--- src/pid_dist_pkg.sv ---
package pid_dist_pkg;

    localparam int SAMPLE_WIDTH_DEF = 16;
    localparam int ACCUM_WIDTH_DEF  = 32;

    localparam int GAIN_W     = 16;
    localparam int GAIN_FRAC  = 12;
    localparam int ENABLE_W   = 4;
    localparam int TICK_W     = 16;
    localparam int CFG_IDX_W  = 4;
    localparam int TEN_VOLTS  = 10240;

    // enable_mask bit positions
    localparam int EN_P    = 0;
    localparam int EN_I    = 1;
    localparam int EN_D    = 2;
    localparam int EN_DIST = 3;

    // register indexes
    localparam logic [CFG_IDX_W-1:0] REG_SETPOINT       = 4'd0;
    localparam logic [CFG_IDX_W-1:0] REG_GAIN_P         = 4'd1;
    localparam logic [CFG_IDX_W-1:0] REG_GAIN_I         = 4'd2;
    localparam logic [CFG_IDX_W-1:0] REG_GAIN_D         = 4'd3;
    localparam logic [CFG_IDX_W-1:0] REG_ENABLE_MASK    = 4'd4;
    localparam logic [CFG_IDX_W-1:0] REG_DISTURB_START  = 4'd5;
    localparam logic [CFG_IDX_W-1:0] REG_DISTURB_LENGTH = 4'd6;
    localparam logic [CFG_IDX_W-1:0] REG_DISTURB_LEVEL  = 4'd7;

    // reset values
    localparam logic [GAIN_W-1:0]   GAIN_P_RST      = 16'd8602;
    localparam logic [GAIN_W-1:0]   GAIN_I_RST      = 16'd4506;
    localparam logic [GAIN_W-1:0]   GAIN_D_RST      = 16'd4506;
    localparam logic [ENABLE_W-1:0] ENABLE_MASK_RST = 4'd7;

    typedef struct packed {
        logic [GAIN_W-1:0]   gain_p;
        logic [GAIN_W-1:0]   gain_i;
        logic [GAIN_W-1:0]   gain_d;
        logic [ENABLE_W-1:0] enable_mask;
        logic [TICK_W-1:0]   disturb_start;
        logic [TICK_W-1:0]   disturb_length;
    } t_ctl_cfg;

endpackage

--- src/pid_dist_cfg.sv ---
module pid_dist_cfg import pid_dist_pkg::*; #(
    parameter int SAMPLE_WIDTH = SAMPLE_WIDTH_DEF,
    parameter int CFG_W        = 16
) (
    input  logic                           i_clk,
    input  logic                           i_rst_n,
    input  logic                           i_wr,
    input  logic [CFG_IDX_W-1:0]           i_index,
    input  logic [CFG_W-1:0]               i_data,
    output t_ctl_cfg                       o_ctl,
    output logic signed [SAMPLE_WIDTH-1:0] o_setpoint,
    output logic signed [SAMPLE_WIDTH-1:0] o_disturb_level
);

    t_ctl_cfg                       r_ctl;
    logic signed [SAMPLE_WIDTH-1:0] r_setpoint;
    logic signed [SAMPLE_WIDTH-1:0] r_level;

    always_ff @(posedge i_clk) begin
        if (!i_rst_n) begin
            r_ctl.gain_p         <= GAIN_P_RST;
            r_ctl.gain_i         <= GAIN_I_RST;
            r_ctl.gain_d         <= GAIN_D_RST;
            r_ctl.enable_mask    <= ENABLE_MASK_RST;
            r_ctl.disturb_start  <= '0;
            r_ctl.disturb_length <= '0;
            r_setpoint           <= '0;
            r_level              <= '0;
        end else if (i_wr) begin
            case (i_index)
                REG_SETPOINT:       r_setpoint           <= i_data[SAMPLE_WIDTH-1:0];
                REG_GAIN_P:         r_ctl.gain_p         <= i_data[GAIN_W-1:0];
                REG_GAIN_I:         r_ctl.gain_i         <= i_data[GAIN_W-1:0];
                REG_GAIN_D:         r_ctl.gain_d         <= i_data[GAIN_W-1:0];
                REG_ENABLE_MASK:    r_ctl.enable_mask    <= i_data[ENABLE_W-1:0];
                REG_DISTURB_START:  r_ctl.disturb_start  <= i_data[TICK_W-1:0];
                REG_DISTURB_LENGTH: r_ctl.disturb_length <= i_data[TICK_W-1:0];
                REG_DISTURB_LEVEL:  r_level              <= i_data[SAMPLE_WIDTH-1:0];
                default: ;  // unmapped index, write dropped
            endcase
        end
    end

    assign o_ctl           = r_ctl;
    assign o_setpoint      = r_setpoint;
    assign o_disturb_level = r_level;

endmodule

--- config.mk ---
export PLATFORM = sky130hd
export DESIGN_NAME = pid_dist_cfg
export DESIGN_NICKNAME = d
export VERILOG_FILES = /design/src/pid_dist_pkg.sv /design/src/pid_dist_cfg.sv
export SDC_FILE = /design/constraint.sdc
export NUM_CORES = 1
export LEC_CHECK = 0
export ABC_AREA = 1
export BUFFER_PORTS_ARGS = -buffer_cell sky130_fd_sc_hd__buf_4
export CORE_MARGIN = 2
export CORE_UTILIZATION = 40
export CTS_CLUSTER_SIZE = 40
export DETAILED_ROUTE_END_ITERATION = 16
export SYNTH_ARGS = -nofsm -noshare
export SYNTH_HDL_FRONTEND = slang
export SYNTH_SLANG_ARGS = --single-unit
--- constraint.sdc ---
create_clock -name i_clk -period 1.3 [get_ports i_clk]
set_input_delay 0.13 -clock i_clk [delete_from_list [all_inputs] [get_ports i_clk]]
set_output_delay 0.13 -clock i_clk [all_outputs]
set_load 0.02 [all_outputs]
Yosys cells after proc, flatten, opt, wreduce, memory -nomap -nowiden
Index checks and enable logic that the tools add are counted.
{"block": "totals", "out_inout_bits": 116, "in_bits": 23, "elab_cells": 24, "regBits": 116}
{"block": "op_classes", "n_eq_ne": 7, "n_reduce_logical": 9}
{"cell": "$eq A4 B3 Y1 const B", "count": 4}
{"cell": "$reduce_and A2 Y1", "count": 8}
{"cell": "$eq A4 B2 Y1 const B", "count": 2}
{"cell": "$eq A4 B1 Y1 const B", "count": 1}
{"cell": "$logic_not A4 Y1", "count": 1}

Longest topological paths before layout
{"block": "logic_depth", "depth_word": 2, "depth_mapped": 8, "mapped_depth_nobuf": 6}

Worst setup path before layout
Ideal clock, no wire load.
{"block": "synth_path", "path_type": "in2reg", "start": "input port i_wr", "end": "register r_ctl, in the netlist o_ctl[53]", "setup_time_ns": 0.134, "path_stages": 8, "slack_ns": 0.322, "t_required_ns": 1.166, "path_buffers": 2, "arrival_time_ns": 0.844, "cell_sequence": "buf_4 -> nand2_1 -> nor2_2 -> nand2_2 -> clkinv_2 -> buf_6 -> nand2_1 -> nand3_1"}
{"block": "synth_between", "elab_chain_len": 1}
{"element": "start, declared", "line_no": "pid_dist_cfg.sv:7", "rtl": "input logic i_wr,"}
{"element": "$reduce_and A2 Y1 (no source line)"}
{"element": "end, declared", "line_no": "pid_dist_cfg.sv:15", "rtl": "t_ctl_cfg r_ctl;"}
No other way between the ends.
A chain may end at the register's enable or synchronous reset.

==> impl_results.md <==
- Hold Path End: o_ctl[53]
- Clock latency at the later pin of the worst-skew pair: 0.40 ns
- Post-Syn Instances: 663
- NumNets Final: 835
- Synth area leader: dfxtp_1
- PwrDens: 1430 nW/um2
- Largest cells by area after synthesis: dfxtp_1, nand2_1, nor2_1
- Core area: 11400 um2
- Status: complete, no violations
- Clk buf depth: 2
- Met2 Track Usage GR: 34.3%
- Die H: 111 um
- Drt drc: 0
- Initial core utilization: 40.6%
- Setup repair bufs after CTS: 0
- GRT Overall Usage: 21.4%
- Die width: 111 um
- Top-count cell post-synth: nand2_1
- Area Overhead vs Synth: 41.9%
- Clk sinks: 116
- H-tree depth: 4
- Startpoint Class: input pin
- Area share of the largest cell type after synthesis: 50.3%
- Pin count of the biggest net entering global routing: 64
- N_diodes: 0
- M3 GR Usage: 7.24%
- Asr flop ratio synth: 0%
- Post-synth cell types: 17
- Vias/cell: 4.53
- Die ar.: 12400 um2
- Grt ovf: 0
- Worst Hold Class: in2reg
- Hold depth: 3
- Post-route cell area: 6560 um2
- Clock Tree Root: clkbuf_16
- PortBufs: 138
- Setup TNS Final: 0 ns
- Setup Skew: 0 ns
- Dpl hpwl: 8930 um
- TritonRoute pass-1 iters: 4
- Commonest cells post-synth: nand2_1, nor2_1, dfxtp_1
- Setup-failing EPs final: 0
- Post-Place Cell Area: 5780 um2
- RD Place Congestion: 0.802
- Worst path arrival time: 1.39 ns
- Routed Antenna Nets: 0
- R2R setup slack: 0.66 ns
- Yosys warns: 0
- Least-Margin Pin Slew: 0.427 ns
- VDD IR max: 866 uV
- Mapped Avg Cell Area: 6.97 um2
- RSZ-0062 raised after global routing: false
- Relative slew slack: 71.5%
- R2r startpoint: o_setpoint[13]
- First-pass GRT wire length: 20800 um
- Layout cells sized above 1: 23.2%
- TritonCTS Buffers: 17
- WP data required: 1.60 ns
- Top FF cell, synth: dfxtp_1
- Min-Delay Startpoint: i_data[1]
- Final Non-Filler Cells: 968
- Pleak: 3.28 nW
- Number of synthesized flops with an enable pin: 0
- Final period util: 84.2%
- Initial antenna violation count: 0
- Cell total after placement: 921
- FF-to-FF path depth: 4
- Max Cap Viol: 0
- Min Tclk post-route: 1.09 ns
- Total number of vias: 4381
- Worst-path fanout max: 5
- Vias in the first global route: 4002
- Fin. Hold Viols: 0
- IO Pins: 139
- Worst r2r dst: o_setpoint[13]
- Mapped cell area: 4620 um2
- Total power draw: 9.35 mW
- Avg WL per Cell: 13.5 um
- DRT Wirelength: 13000 um
- GRT busiest layer: met2
- CTS tree: built
- Slew Limit Fails: 0
- CTS clk-pin slew, worst paths: 0.05 ns
- Highest clock rate: 0.913 GHz
- CP Capture Type: register
- Met1 Usage GRT: 27.2%
- Rows: 39
- Crit Path Category: in2reg
- Post-synthesis sequential element count: 116
- Register area share after synthesis: 50.3%
- Initial detailed-routing violation count: 235
- Mapped Nets: 686
[registers in the layout, indices dropped and copies added (netlist names)]
register / flops
o_disturb_level: 16
o_setpoint: 16
o_ctl: 84
[critical path, stage by stage]
cell and delay, ns:
dlygate4sd3_1 0.54, buf_4 0.14, inv_1 0.32, nand4_1 0.14
nand2_1 0.08, nor2_1 0.04
[what timing repair did]
action	CTS	global route
hold buffers	15	0
resized for setup	0	0
hold endpoints to repair	34	0
[routing by layer]
metal,share of wire (%),routed length [um],vias up
li1,-,-,2283
met1,44,5760,1947
met5,0,0,-
met3,7.8,1020,19
met4,2.0,256,0
met2,46,6010,132
[cells in the final DEF, fill, tap and decap left out]
cell type / synthesis / routed
nand2_1: 218 / 218
nor2_1: 193 / 193
buf_4: 2 / 143
dfxtp_1: 116 / 116
inv_1: 47 / 47
nand3_1: 32 / 32
clkbuf_16: 0 / 17
dlygate4sd3_1: 0 / 15
nand4_1: 11 / 11
buf_12: 0 / 7
clkinv_2: 1 / 6
nor2_4: 5 / 5
bufinv_16: 0 / 4
clkbuf_8: 0 / 3
nand3_4: 2 / 2
clkbuf_1: 4 / 2
nor2_2: 1 / 1
nand2_2: 1 / 1
nand3_2: 1 / 1
clkinvlp_4: 0 / 1
[cells by family after synthesis]
logic type / after synthesis / synth area share [%]
buf+inv: 83 / 8.94
flops: 116 / 50.3
simple gates: 464 / 40.8
[power breakdown]
group	switching [mW]	internal, mW	total (mW)
combinational	0.471	0.296	0.767
sequential	0.0451	3.64	3.69
clock	1.56	3.34	4.90
total	2.08	7.27	9.35
[through the flow]
step	util, %	hold WS, ns	worst slack [ns]
floorplan	-	0.243	0.322
global placement	50.9	0.371	0.161
finish	57.7	0.0221	0.205
detailed placement	50.9	0.380	0.119
global route	57.7	0.0133	0.157
CTS	57.7	0.00401	0.217
[final cells by class]
cell class	instances	area [um2]
inverter	48	181
tap	143	179
clock buffer	22	474
clock inverter	10	153
sequential	116	2320
fill	1083	4810
timing repair buffer	165	1360
multi-input combinational	464	1890
[worst max path at each step]
stage,start,endpoint,slack (ns),depth (start not counted)
3_5_place_dp,i_index[3],o_ctl[65],0.12,7
5_1_grt,i_data[9],o_ctl[61],0.16,6
6_report,i_data[9],o_ctl[77],0.21,6
2_1_floorplan,i_wr,o_ctl[53],0.32,8
4_1_cts,i_data[9],o_ctl[61],0.22,6
3_3_place_gp,i_index[3],o_ctl[59],0.16,7
No activity file was read; power rests on OpenSTA's default activity.
