### config.mk
export PLATFORM = sky130hd
export DESIGN_NAME = pid_dist_disturb
export DESIGN_NICKNAME = d
export VERILOG_FILES = /design/src/pid_dist_pkg.sv /design/src/pid_dist_disturb.sv
export SDC_FILE = /design/constraint.sdc
export NUM_CORES = 1
export LEC_CHECK = 0
export BUFFER_PORTS_ARGS = -buffer_cell sky130_fd_sc_hd__buf_2
export CAP_MARGIN = 20
export CORE_MARGIN = 10
export CORE_UTILIZATION = 40
export DETAILED_ROUTE_END_ITERATION = 8
export GPL_TIMING_DRIVEN = 1
export SYNTH_ARGS = -nofsm -noshare
export SYNTH_HDL_FRONTEND = slang
export SYNTH_SLANG_ARGS = --single-unit
### constraint.sdc
create_clock -name i_clk -period 5 [get_ports i_clk]
set_clock_uncertainty 0.15 [all_clocks]
set_input_delay 0.75 -clock i_clk [delete_from_list [all_inputs] [get_ports i_clk]]
set_output_delay 0.75 -clock i_clk [all_outputs]
set_load 0.01 [all_outputs]
### src/pid_dist_pkg.sv
package pid_dist_pkg;

    localparam int SAMPLE_WIDTH_DEF = 16;
    localparam int ACCUM_WIDTH_DEF  = 32;

    localparam int GAIN_W     = 16;
    localparam int GAIN_FRAC  = 12;
    localparam int ENABLE_W   = 4;
    localparam int TICK_W     = 16;
    localparam int CFG_IDX_W  = 4;
    localparam int TEN_VOLTS  = 10240;

    // enable_mask bit positions
    localparam int EN_P    = 0;
    localparam int EN_I    = 1;
    localparam int EN_D    = 2;
    localparam int EN_DIST = 3;

    // register indexes
    localparam logic [CFG_IDX_W-1:0] REG_SETPOINT       = 4'd0;
    localparam logic [CFG_IDX_W-1:0] REG_GAIN_P         = 4'd1;
    localparam logic [CFG_IDX_W-1:0] REG_GAIN_I         = 4'd2;
    localparam logic [CFG_IDX_W-1:0] REG_GAIN_D         = 4'd3;
    localparam logic [CFG_IDX_W-1:0] REG_ENABLE_MASK    = 4'd4;
    localparam logic [CFG_IDX_W-1:0] REG_DISTURB_START  = 4'd5;
    localparam logic [CFG_IDX_W-1:0] REG_DISTURB_LENGTH = 4'd6;
    localparam logic [CFG_IDX_W-1:0] REG_DISTURB_LEVEL  = 4'd7;

    // reset values
    localparam logic [GAIN_W-1:0]   GAIN_P_RST      = 16'd8602;
    localparam logic [GAIN_W-1:0]   GAIN_I_RST      = 16'd4506;
    localparam logic [GAIN_W-1:0]   GAIN_D_RST      = 16'd4506;
    localparam logic [ENABLE_W-1:0] ENABLE_MASK_RST = 4'd7;

    typedef struct packed {
        logic [GAIN_W-1:0]   gain_p;
        logic [GAIN_W-1:0]   gain_i;
        logic [GAIN_W-1:0]   gain_d;
        logic [ENABLE_W-1:0] enable_mask;
        logic [TICK_W-1:0]   disturb_start;
        logic [TICK_W-1:0]   disturb_length;
    } t_ctl_cfg;

endpackage

### src/pid_dist_disturb.sv
module pid_dist_disturb import pid_dist_pkg::*; #(
    parameter int SAMPLE_WIDTH = SAMPLE_WIDTH_DEF
) (
    input  logic                           i_clk,
    input  logic                           i_rst_n,
    input  logic                           i_advance,
    input  logic                           i_restart,
    input  logic                           i_enable,
    input  logic [TICK_W-1:0]              i_start,
    input  logic [TICK_W-1:0]              i_length,
    input  logic signed [SAMPLE_WIDTH-1:0] i_level,
    output logic signed [SAMPLE_WIDTH-1:0] o_disturb
);

    logic [TICK_W-1:0] r_tick;
    logic [TICK_W-1:0] r_count;
    logic [TICK_W-1:0] tick_base;
    logic [TICK_W-1:0] count_base;
    logic              active;

    assign tick_base  = i_restart ? '0 : r_tick;
    assign count_base = i_restart ? '0 : r_count;

    // test uses the tick index before this tick's increment
    assign active    = i_enable && (tick_base > i_start) && (count_base < i_length);
    assign o_disturb = active ? i_level : '0;

    always_ff @(posedge i_clk) begin
        if (!i_rst_n) begin
            r_tick  <= '0;
            r_count <= '0;
        end else if (i_advance) begin
            r_tick  <= (tick_base == '1) ? tick_base : tick_base + 1'b1;
            r_count <= active ? count_base + 1'b1 : count_base;
        end
    end

endmodule

* After elaboration in Yosys (flattened, before gate mapping)
Cells that the tools add are included.
** Storage, ports and cells
- Register bits :: 32
- Bits in latches :: 0
- RAM bits :: 0
- Memory bits (read-only) :: 0
- Input bits :: 53
- Output and inout bits :: 16
- Memories :: 0
** Operators by class
- $add $sub $neg :: 2
- Multipliers :: 0
- Div/mod/pow operators :: 0
- Magnitude comparators :: 2
- Equal/unequal tests :: 1
- Shift operators :: 0
- Mux-type cells :: 5
- Bitwise operators :: 0
- Reduce and logical (&&, ||, !) cells :: 2
** Operators with widths (number)
- $mux 16 :: 5
- $add 16x1->16 const B :: 2
- $eq 16x16->1 const B :: 1
- $gt 16x16->1 :: 1
- $lt 16x16->1 :: 1
- $logic_and 1x1->1 :: 2

* Logic depth before layout (Yosys ltp)
Gate-level depths: netlist of run 1.
- Word-level depth :: 5
- Depth in mapped cells :: 13
- Depth with buffers taken out :: 9

* Worst setup path after synthesis of run 1
No wires, ideal clock.
- Path kind :: in2out
- Start point :: input i_restart
- End point :: output o_disturb[10]
- Arrival time :: 3721 ps
- Data required time :: 4100 ps
- Setup slack :: 379 ps
- Stages on the path :: 13
- Path buffers :: 5
- Cells stage by stage :: buf_2 -> buf_1 -> clkbuf_1 -> clkbuf_1 -> nor2b_1 -> ha_1 -> a21o_1 -> a221oi_1 -> o211ai_1 -> o21a_1 -> nor3_2 -> clkbuf_1 -> and2_1
** On the way
- Cells in the longest elaborated chain, start to end :: 5
- Elaborated cells between the ends (all ways) :: 7
- Classes of those cells :: order compare (2); mux (3); reduce/logical (2)
** RTL lines
- start, declared :: RTL line pid_dist_disturb.sv:7 : input logic i_restart,
- $mux 16 :: RTL line pid_dist_disturb.sv:21 : assign tick_base = i_restart ? '0 : r_tick;
- $gt 16x16->1 :: RTL line pid_dist_disturb.sv:25 : assign active = i_enable && (tick_base > i_start) && (count_base < i_length);
- $logic_and 1x1->1 :: RTL line pid_dist_disturb.sv:25
- $logic_and 1x1->1 (*) :: RTL line pid_dist_disturb.sv:25
- $mux 16 (*) :: RTL line pid_dist_disturb.sv:26 : assign o_disturb = active ? i_level : '0;
- end, declared :: RTL line pid_dist_disturb.sv:12 : output logic signed [SAMPLE_WIDTH-1:0] o_disturb
Every way passes the cells marked *; elsewhere a longest branch is shown, timed or not.

* Final worst setup path of run 1
- Start point :: input i_restart
- End point :: output o_disturb[5]
The elaborated chain is that of the path after synthesis.

==> impl_summary.log, run 1 <==
INFO  metric first_pass_grt_wire_length = 13,700 um
INFO  metric unrepaired_setup_endpoints_after_global_routing = false
INFO  metric slew_violations = 0
INFO  metric hold_viol = 0
INFO  metric power.density = 145 nW/um2
INFO  metric critical-path-slowest-cell = sky130_fd_sc_hd__nor3_4
INFO  metric leakage_dissipation = 0.00169 uW
INFO  metric drc_errors = 0
INFO  metric synthTopCellsByCount = sky130_fd_sc_hd__nand2_1, sky130_fd_sc_hd__dfxtp_1, sky130_fd_sc_hd__inv_1
INFO  metric synth_edf_count = 0
INFO  metric crit_top_cell = sky130_fd_sc_hd__buf_2
INFO  metric design.die.area = 11,400 um2
INFO  metric dp_hpwl = 6240 um
INFO  metric groute.layer.met1.usage = 17.5%
INFO  metric cap_violations = 0
INFO  metric htree_num_levels = 2
INFO  metric post_synthesis_async_set_or_reset_flop_share = 0%
INFO  metric synth.distinct_cells = 55
INFO  metric hold_crit_path_type = register to register
INFO  metric worst_slew_pin_slew = 0.697 ns
INFO  metric totalNegativeSetupSlack = 0 ns
INFO  metric cts_num_sinks = 32
INFO  metric n_fill_cell = 760
INFO  metric detail_route.wl_per_cell = 14.4 um
INFO  metric final_min_period = 4.45 ns
INFO  metric dieWidth = 107 um
INFO  metric antenna_found_initial = 0
INFO  metric antennaDiodeCount = 0
INFO  metric ys_dominant_reg_cell = sky130_fd_sc_hd__dfxtp_1
INFO  metric final_net_count = 552
INFO  metric warnings_synthesis = 0
INFO  metric crit_path_cell_trace = buf_2 > nor2b_1 > ha_1 > a21o_1 > a221oi_1 > o211ai_1 > o21a_1 > nor3_4 > and2_1 > buf_2
INFO  metric worst_path_clk_slew = 0.06 ns
INFO  metric synth_sequential_area_ratio = 21.3%
INFO  metric grt_overflow_total = 0
INFO  metric share_of_cells_above_drive_strength_1 = 18.6%
INFO  metric drt-initial-drc-count = 113
INFO  metric synth_top_cells_by_area = sky130_fd_sc_hd__dfxtp_1, sky130_fd_sc_hd__ha_1, sky130_fd_sc_hd__nand2_1
INFO  metric crit_type = input port to output port
INFO  metric clk_root_buffer_cell = sky130_fd_sc_hd__clkbuf_8
INFO  metric worst_ep_arrival_time = 3.55 ns
INFO  metric layout_worst_path_cycle_share = 89.0%
INFO  metric setup-violations-final = 0
INFO  metric clock_path_buffers = 2
INFO  metric use_met2 = 23.2%
INFO  metric syn_nets = 492
INFO  metric avgViaCountPerCell = 5.32
INFO  metric synth_area_leader_cell = sky130_fd_sc_hd__dfxtp_1
INFO  metric hold_worst_slack = 0.337 ns
INFO  metric grtUsageMet3 = 4.31%
INFO  metric worst-endpoint-required = 4.10 ns
INFO  metric area_growth_syn_to_layout = 17.0%
INFO  metric yosysMostFrequentCell = sky130_fd_sc_hd__nand2_1
INFO  metric starting_density_of_the_core = 41.3%
INFO  metric cts-buffers-inserted = 5
INFO  metric maximum_number_of_pins_on_one_net_before_global_route_repair = 35
INFO  metric synth_cells = 409
INFO  metric io_pins = 69
INFO  metric clock_tree_from_tritoncts = done
INFO  metric slew_headroom = 53.1%
INFO  metric place.gp.congestion = 0.828
INFO  metric port_buffers = 68
INFO  metric postSynthAreaPerCell = 7.37 um2
INFO  metric worstSetupEndpointType = output port
INFO  metric routed-via-count = 3,013
INFO  metric chipHeight = 107 um
INFO  metric clock.fmax = 0.225 GHz
INFO  metric result_of_the_run = complete, no violations
INFO  metric vdd_drop_max = 0.111 mV
INFO  metric netlist.area_leader.share = 21.3%
INFO  metric clk-insertion-delay-late = 0.28 ns
INFO  metric grt-busiest-layer = met2
INFO  metric rows = 31
INFO  metric core = 7290 um2
INFO  metric grt_use_total = 14.0%
INFO  metric drtPass1Iterations = 5
INFO  metric syn-cell-area = 3010 um2
INFO  metric cp_max_fo = 28
INFO  metric route.final.wire_length = 8140 um
INFO  metric grt_pass1_vias = 2,940
INFO  metric count_of_antenna_violating_nets_left_after_detailed_routing = 0
INFO  metric worstSetupStartpointType = input port
INFO  metric yosys_register_bits = 32
INFO  metric largest_stage_delay_on_the_critical_path = 0.48 ns
sequential cells by signal (all words and copies together) (netlist names):
| register | flops |
|---|---|
| r_count | 16 |
| r_tick | 16 |
placed cells by master (no fill, tap or decap), types with 3 or more instances in the layout:
cell	count
sky130_fd_sc_hd__a21o_1	4
sky130_fd_sc_hd__a21oi_1	15
sky130_fd_sc_hd__a31oi_1	5
sky130_fd_sc_hd__and2_1	22
sky130_fd_sc_hd__and3_1	9
sky130_fd_sc_hd__and4b_1	3
sky130_fd_sc_hd__buf_2	68
sky130_fd_sc_hd__buf_4	4
sky130_fd_sc_hd__clkbuf_8	5
sky130_fd_sc_hd__dfxtp_1	32
sky130_fd_sc_hd__ha_1	30
sky130_fd_sc_hd__inv_1	32
sky130_fd_sc_hd__mux2_2	4
sky130_fd_sc_hd__mux2i_1	13
sky130_fd_sc_hd__nand2_1	54
sky130_fd_sc_hd__nand2b_1	6
sky130_fd_sc_hd__nand3_1	28
sky130_fd_sc_hd__nand4_1	13
sky130_fd_sc_hd__nor2_1	18
sky130_fd_sc_hd__nor2b_1	30
sky130_fd_sc_hd__nor3_1	4
sky130_fd_sc_hd__nor4_1	9
sky130_fd_sc_hd__o21a_1	5
sky130_fd_sc_hd__o21ai_0	9
sky130_fd_sc_hd__or3_1	3
sky130_fd_sc_hd__or4_1	5
sky130_fd_sc_hd__xnor2_1	3
report_power, final:
part	leakage (uW)	switching, uW	internal (uW)	total (uW)
Clock	0.0000359	89.8	89.6	179
Combinational	0.00139	44.3	31.6	75.8
Sequential	0.000258	1.12	256	257
Total	0.00169	135	377	512
cell type report:
cell class | instances | area [um2] | area share [%]
clock buffer | 5 | 68.8 | 1.95
multi-input combinational | 324 | 2170 | 61.6
inverter | 33 | 124 | 3.51
sequential | 32 | 641 | 18.2
tap | 99 | 124 | 3.51
timing repair buffer | 73 | 398 | 11.3
metal layers:
metal | up-vias | routed length, um
met2 | 75 | 3680
met1 | 1365 | 3820
met5 | - | 0
met4 | 0 | 58
met3 | 5 | 575
li1 | 1568 | -
final timing paths:
kind,from,endpoint,slack [ns],cells after the start
setup / recovery,i_restart,o_disturb[5],0.55,10
hold / removal,r_count[15]$_SDFFE_PN0P_,r_count[15]$_SDFFE_PN0P_,0.34,2
setup reg to reg,r_count[11]$_SDFFE_PN0P_,r_count[6]$_SDFFE_PN0P_,1.86,9
hold reg to reg,r_count[15]$_SDFFE_PN0P_,r_count[15]$_SDFFE_PN0P_,0.34,2
critical path: cells and delay by family:
family	cells	cell delay, ns
compound gates	4	1.05
fa+ha+maj	1	0.33
buf+inv	2	0.55
simple gates	3	0.86
per-stage QoR:
step	area [um2]	util [%]	power [uW]	cells	setup WS, ns
2_1_floorplan	3010	-	305	409	0.379
5_1_grt	3530	48.4	540	566	0.173
3_5_place_dp	3420	46.9	336	560	0.318
4_1_cts	3490	47.9	515	565	0.301
3_3_place_gp	3420	46.9	334	560	0.424
6_report	3530	48.4	512	566	0.548
kinds of logic after synthesis:
group,share of synthesized area (%)
XOR/XNOR,0.872
adder cells (fa/ha/maj),12.5
multiplexers,5.81
AO/OA/AOI/OAI,14.1
AND/OR/NAND/NOR,38.6
buffers and inverters,6.89
flip-flops,21.3
repair_timing:
item	in CTS	in global routing
resized for setup	0	1
endpoints found under the hold margin	0	0
endpoints found under the setup margin	0	16
setup buffers	0	0
hold buffers	0	0
No activity file was read; power rests on OpenSTA's default activity.
==> run 2: changes to the inputs <==
--- a/config.mk
+++ b/config.mk
@@ -13,2 +13,3 @@
 export GPL_TIMING_DRIVEN = 1
+export MAX_ROUTING_LAYER = met4
 export SYNTH_ARGS = -nofsm -noshare
--- a/constraint.sdc
+++ b/constraint.sdc
@@ -4,2 +4,2 @@
 set_output_delay 0.75 -clock i_clk [all_outputs]
-set_load 0.01 [all_outputs]
+set_load 0.1 [all_outputs]
==> run 2 against run 1 <==
Compared with the run above:
- fmax shrank 2.5%
- largest power group unchanged
- register-to-register slack lost 0.02 ns
- critical endpoint is now o_disturb[2]
- utilization grew 3.7 points
==> impl_summary.log, run 2 (same netlist as run 1, synthesis figures left out) <==
INFO  metric first_pass_grt_wire_length = 14,100 um
INFO  metric grt_pass1_vias = 3,029
INFO  metric dp_hpwl = 6500 um
INFO  metric cts-buffers-inserted = 5
INFO  metric n_fill_cell = 740
INFO  metric dieWidth = 107 um
INFO  metric worstSetupEndpointType = output port
INFO  metric design.die.area = 11,400 um2
INFO  metric reg_top3 = r_count: 16 flops, r_tick: 16 flops
INFO  metric worst_slew_pin_slew = 1.04 ns
INFO  metric antenna_found_initial = 0
INFO  metric drt-initial-drc-count = 188
INFO  metric share_of_cells_above_drive_strength_1 = 21.1%
INFO  metric drc_errors = 0
INFO  metric crit_type = input port to output port
INFO  metric starting_density_of_the_core = 41.3%
INFO  metric setup-violations-final = 0
INFO  metric cp_max_fo = 29
INFO  metric slew_violations = 0
INFO  metric route.final.wire_length = 8280 um
INFO  metric drtPass1Iterations = 4
INFO  metric cts_num_sinks = 32
INFO  metric avgViaCountPerCell = 5.46
INFO  metric vdd_drop_max = 0.119 mV
INFO  metric detailroute.wirelength.met3 = 498 um
INFO  metric leakage_dissipation = 0.00174 uW
INFO  metric worst_ep_arrival_time = 3.67 ns
INFO  metric detail_route.wl_per_cell = 14.6 um
INFO  metric rows = 31
INFO  metric count_of_antenna_violating_nets_left_after_detailed_routing = 0
INFO  metric io_pins = 69
INFO  metric power.density = 154 nW/um2
INFO  metric antennaDiodeCount = 0
INFO  metric hold_viol = 0
INFO  metric grt_use_total = 14.9%
INFO  metric totalNegativeSetupSlack = 0 ns
INFO  metric port_buffers = 68
INFO  metric worst-endpoint-required = 4.10 ns
INFO  metric layout_worst_path_cycle_share = 91.4%
INFO  metric clock_path_buffers = 2
INFO  metric grt_overflow_total = 0
INFO  metric final_min_period = 4.57 ns
INFO  metric final_power = 585 uW
INFO  metric area_growth_syn_to_layout = 25.9%
INFO  metric wl_met1 = 3850 um
INFO  metric cap_violations = 0
INFO  metric routed-via-count = 3,104
INFO  metric clk-insertion-delay-late = 0.29 ns
INFO  metric layout.cells.most_common = sky130_fd_sc_hd__nand2_1
INFO  metric result_of_the_run = complete, no violations
INFO  metric clk_root_buffer_cell = sky130_fd_sc_hd__clkbuf_8
INFO  metric slew_headroom = 30.3%
INFO  metric clock_tree_from_tritoncts = done
INFO  metric hold_crit_path_type = register to register
INFO  metric route.met2.wl = 3830 um
INFO  metric worst_path_clk_slew = 0.07 ns
INFO  metric layout.cells.most_common_list = sky130_fd_sc_hd__nand2_1, sky130_fd_sc_hd__buf_2, sky130_fd_sc_hd__inv_1, sky130_fd_sc_hd__dfxtp_1
INFO  metric maxUsedRoutingLayer = met4
INFO  metric worstSetupStartpointType = input port
INFO  metric clock.fmax = 0.219 GHz
INFO  metric place.gp.congestion = 0.872
INFO  metric final_net_count = 551
INFO  metric chipHeight = 107 um
INFO  metric core = 7290 um2
INFO  metric htree_num_levels = 2
INFO  metric unrepaired_setup_endpoints_after_global_routing = false
INFO  metric maximum_number_of_pins_on_one_net_before_global_route_repair = 35
## run 2: cell count changes in the layout (fill, tap and decap cells not counted), sizes merged
cell and change:
clkinvlp +1, bufinv +1, buf -1, clkinv +1
## run 2: where the power goes
part,total [uW],switching (uW),internal (uW)
clock,255,107,147
combinational,73.0,43.6,29.4
sequential,257,1.11,256
## run 2: cell type report
type | instances | area [um2] | share of cell area [%]
timing repair buffer | 72 | 611 | 16.1
clock buffer | 5 | 68.8 | 1.81
sequential | 32 | 641 | 16.9
tap | 99 | 124 | 3.27
multi-input combinational | 324 | 2180 | 57.6
inverter | 33 | 124 | 3.27
clock inverter | 3 | 42.5 | 1.12
## run 2: metrics by stage
step / setup slack, ns / instances / utilization (%) / area, um2 / hold slack [ns]
4_1_cts: 0.163 / 568 / 51.9 / 3790 / 0.346
2_1_floorplan: 0.000181 / 409 / - / 3030 / 0.300
5_1_grt: 0.137 / 568 / 52.0 / 3790 / 0.360
3_5_place_dp: 0.181 / 560 / 50.4 / 3680 / 0.334
3_3_place_gp: 0.309 / 560 / 50.4 / 3680 / 0.316
6_report: 0.431 / 568 / 52.0 / 3790 / 0.338
## run 2: layer usage
metal / GRT usage, % / vias to the layer above
met1: 17.8 / 1444
met5: - / -
met2: 24.7 / 72
li1: - / 1580
met4: 3.87 / 0
met3: 3.35 / 8
## run 2: critical path, cell delays in order
cell and delay [ns]:
sky130_fd_sc_hd__buf_2 0.41, sky130_fd_sc_hd__nor2b_1 0.18, sky130_fd_sc_hd__ha_1 0.33, sky130_fd_sc_hd__a21o_1 0.18
sky130_fd_sc_hd__a221oi_1 0.43, sky130_fd_sc_hd__o211ai_1 0.19, sky130_fd_sc_hd__o21a_1 0.25, sky130_fd_sc_hd__nor3_4 0.49
sky130_fd_sc_hd__and2_1 0.26, sky130_fd_sc_hd__buf_12 0.18
## run 2: path summary, 6_finish.rpt
path,depth (start not counted),slack (ns),from,to
max,10,0.43,i_restart,o_disturb[2]
min,2,0.34,r_count[15]$_SDFFE_PN0P_,r_count[15]$_SDFFE_PN0P_
max reg2reg,9,1.84,r_count[11]$_SDFFE_PN0P_,r_count[6]$_SDFFE_PN0P_
min reg2reg,2,0.34,r_count[15]$_SDFFE_PN0P_,r_count[15]$_SDFFE_PN0P_
## run 2: repair_timing
item	CTS	global route
setup buffers	0	0
hold buffers	0	0
hold endpoints to repair	0	0
gates resized for setup	0	1
endpoints found under the setup margin	0	16
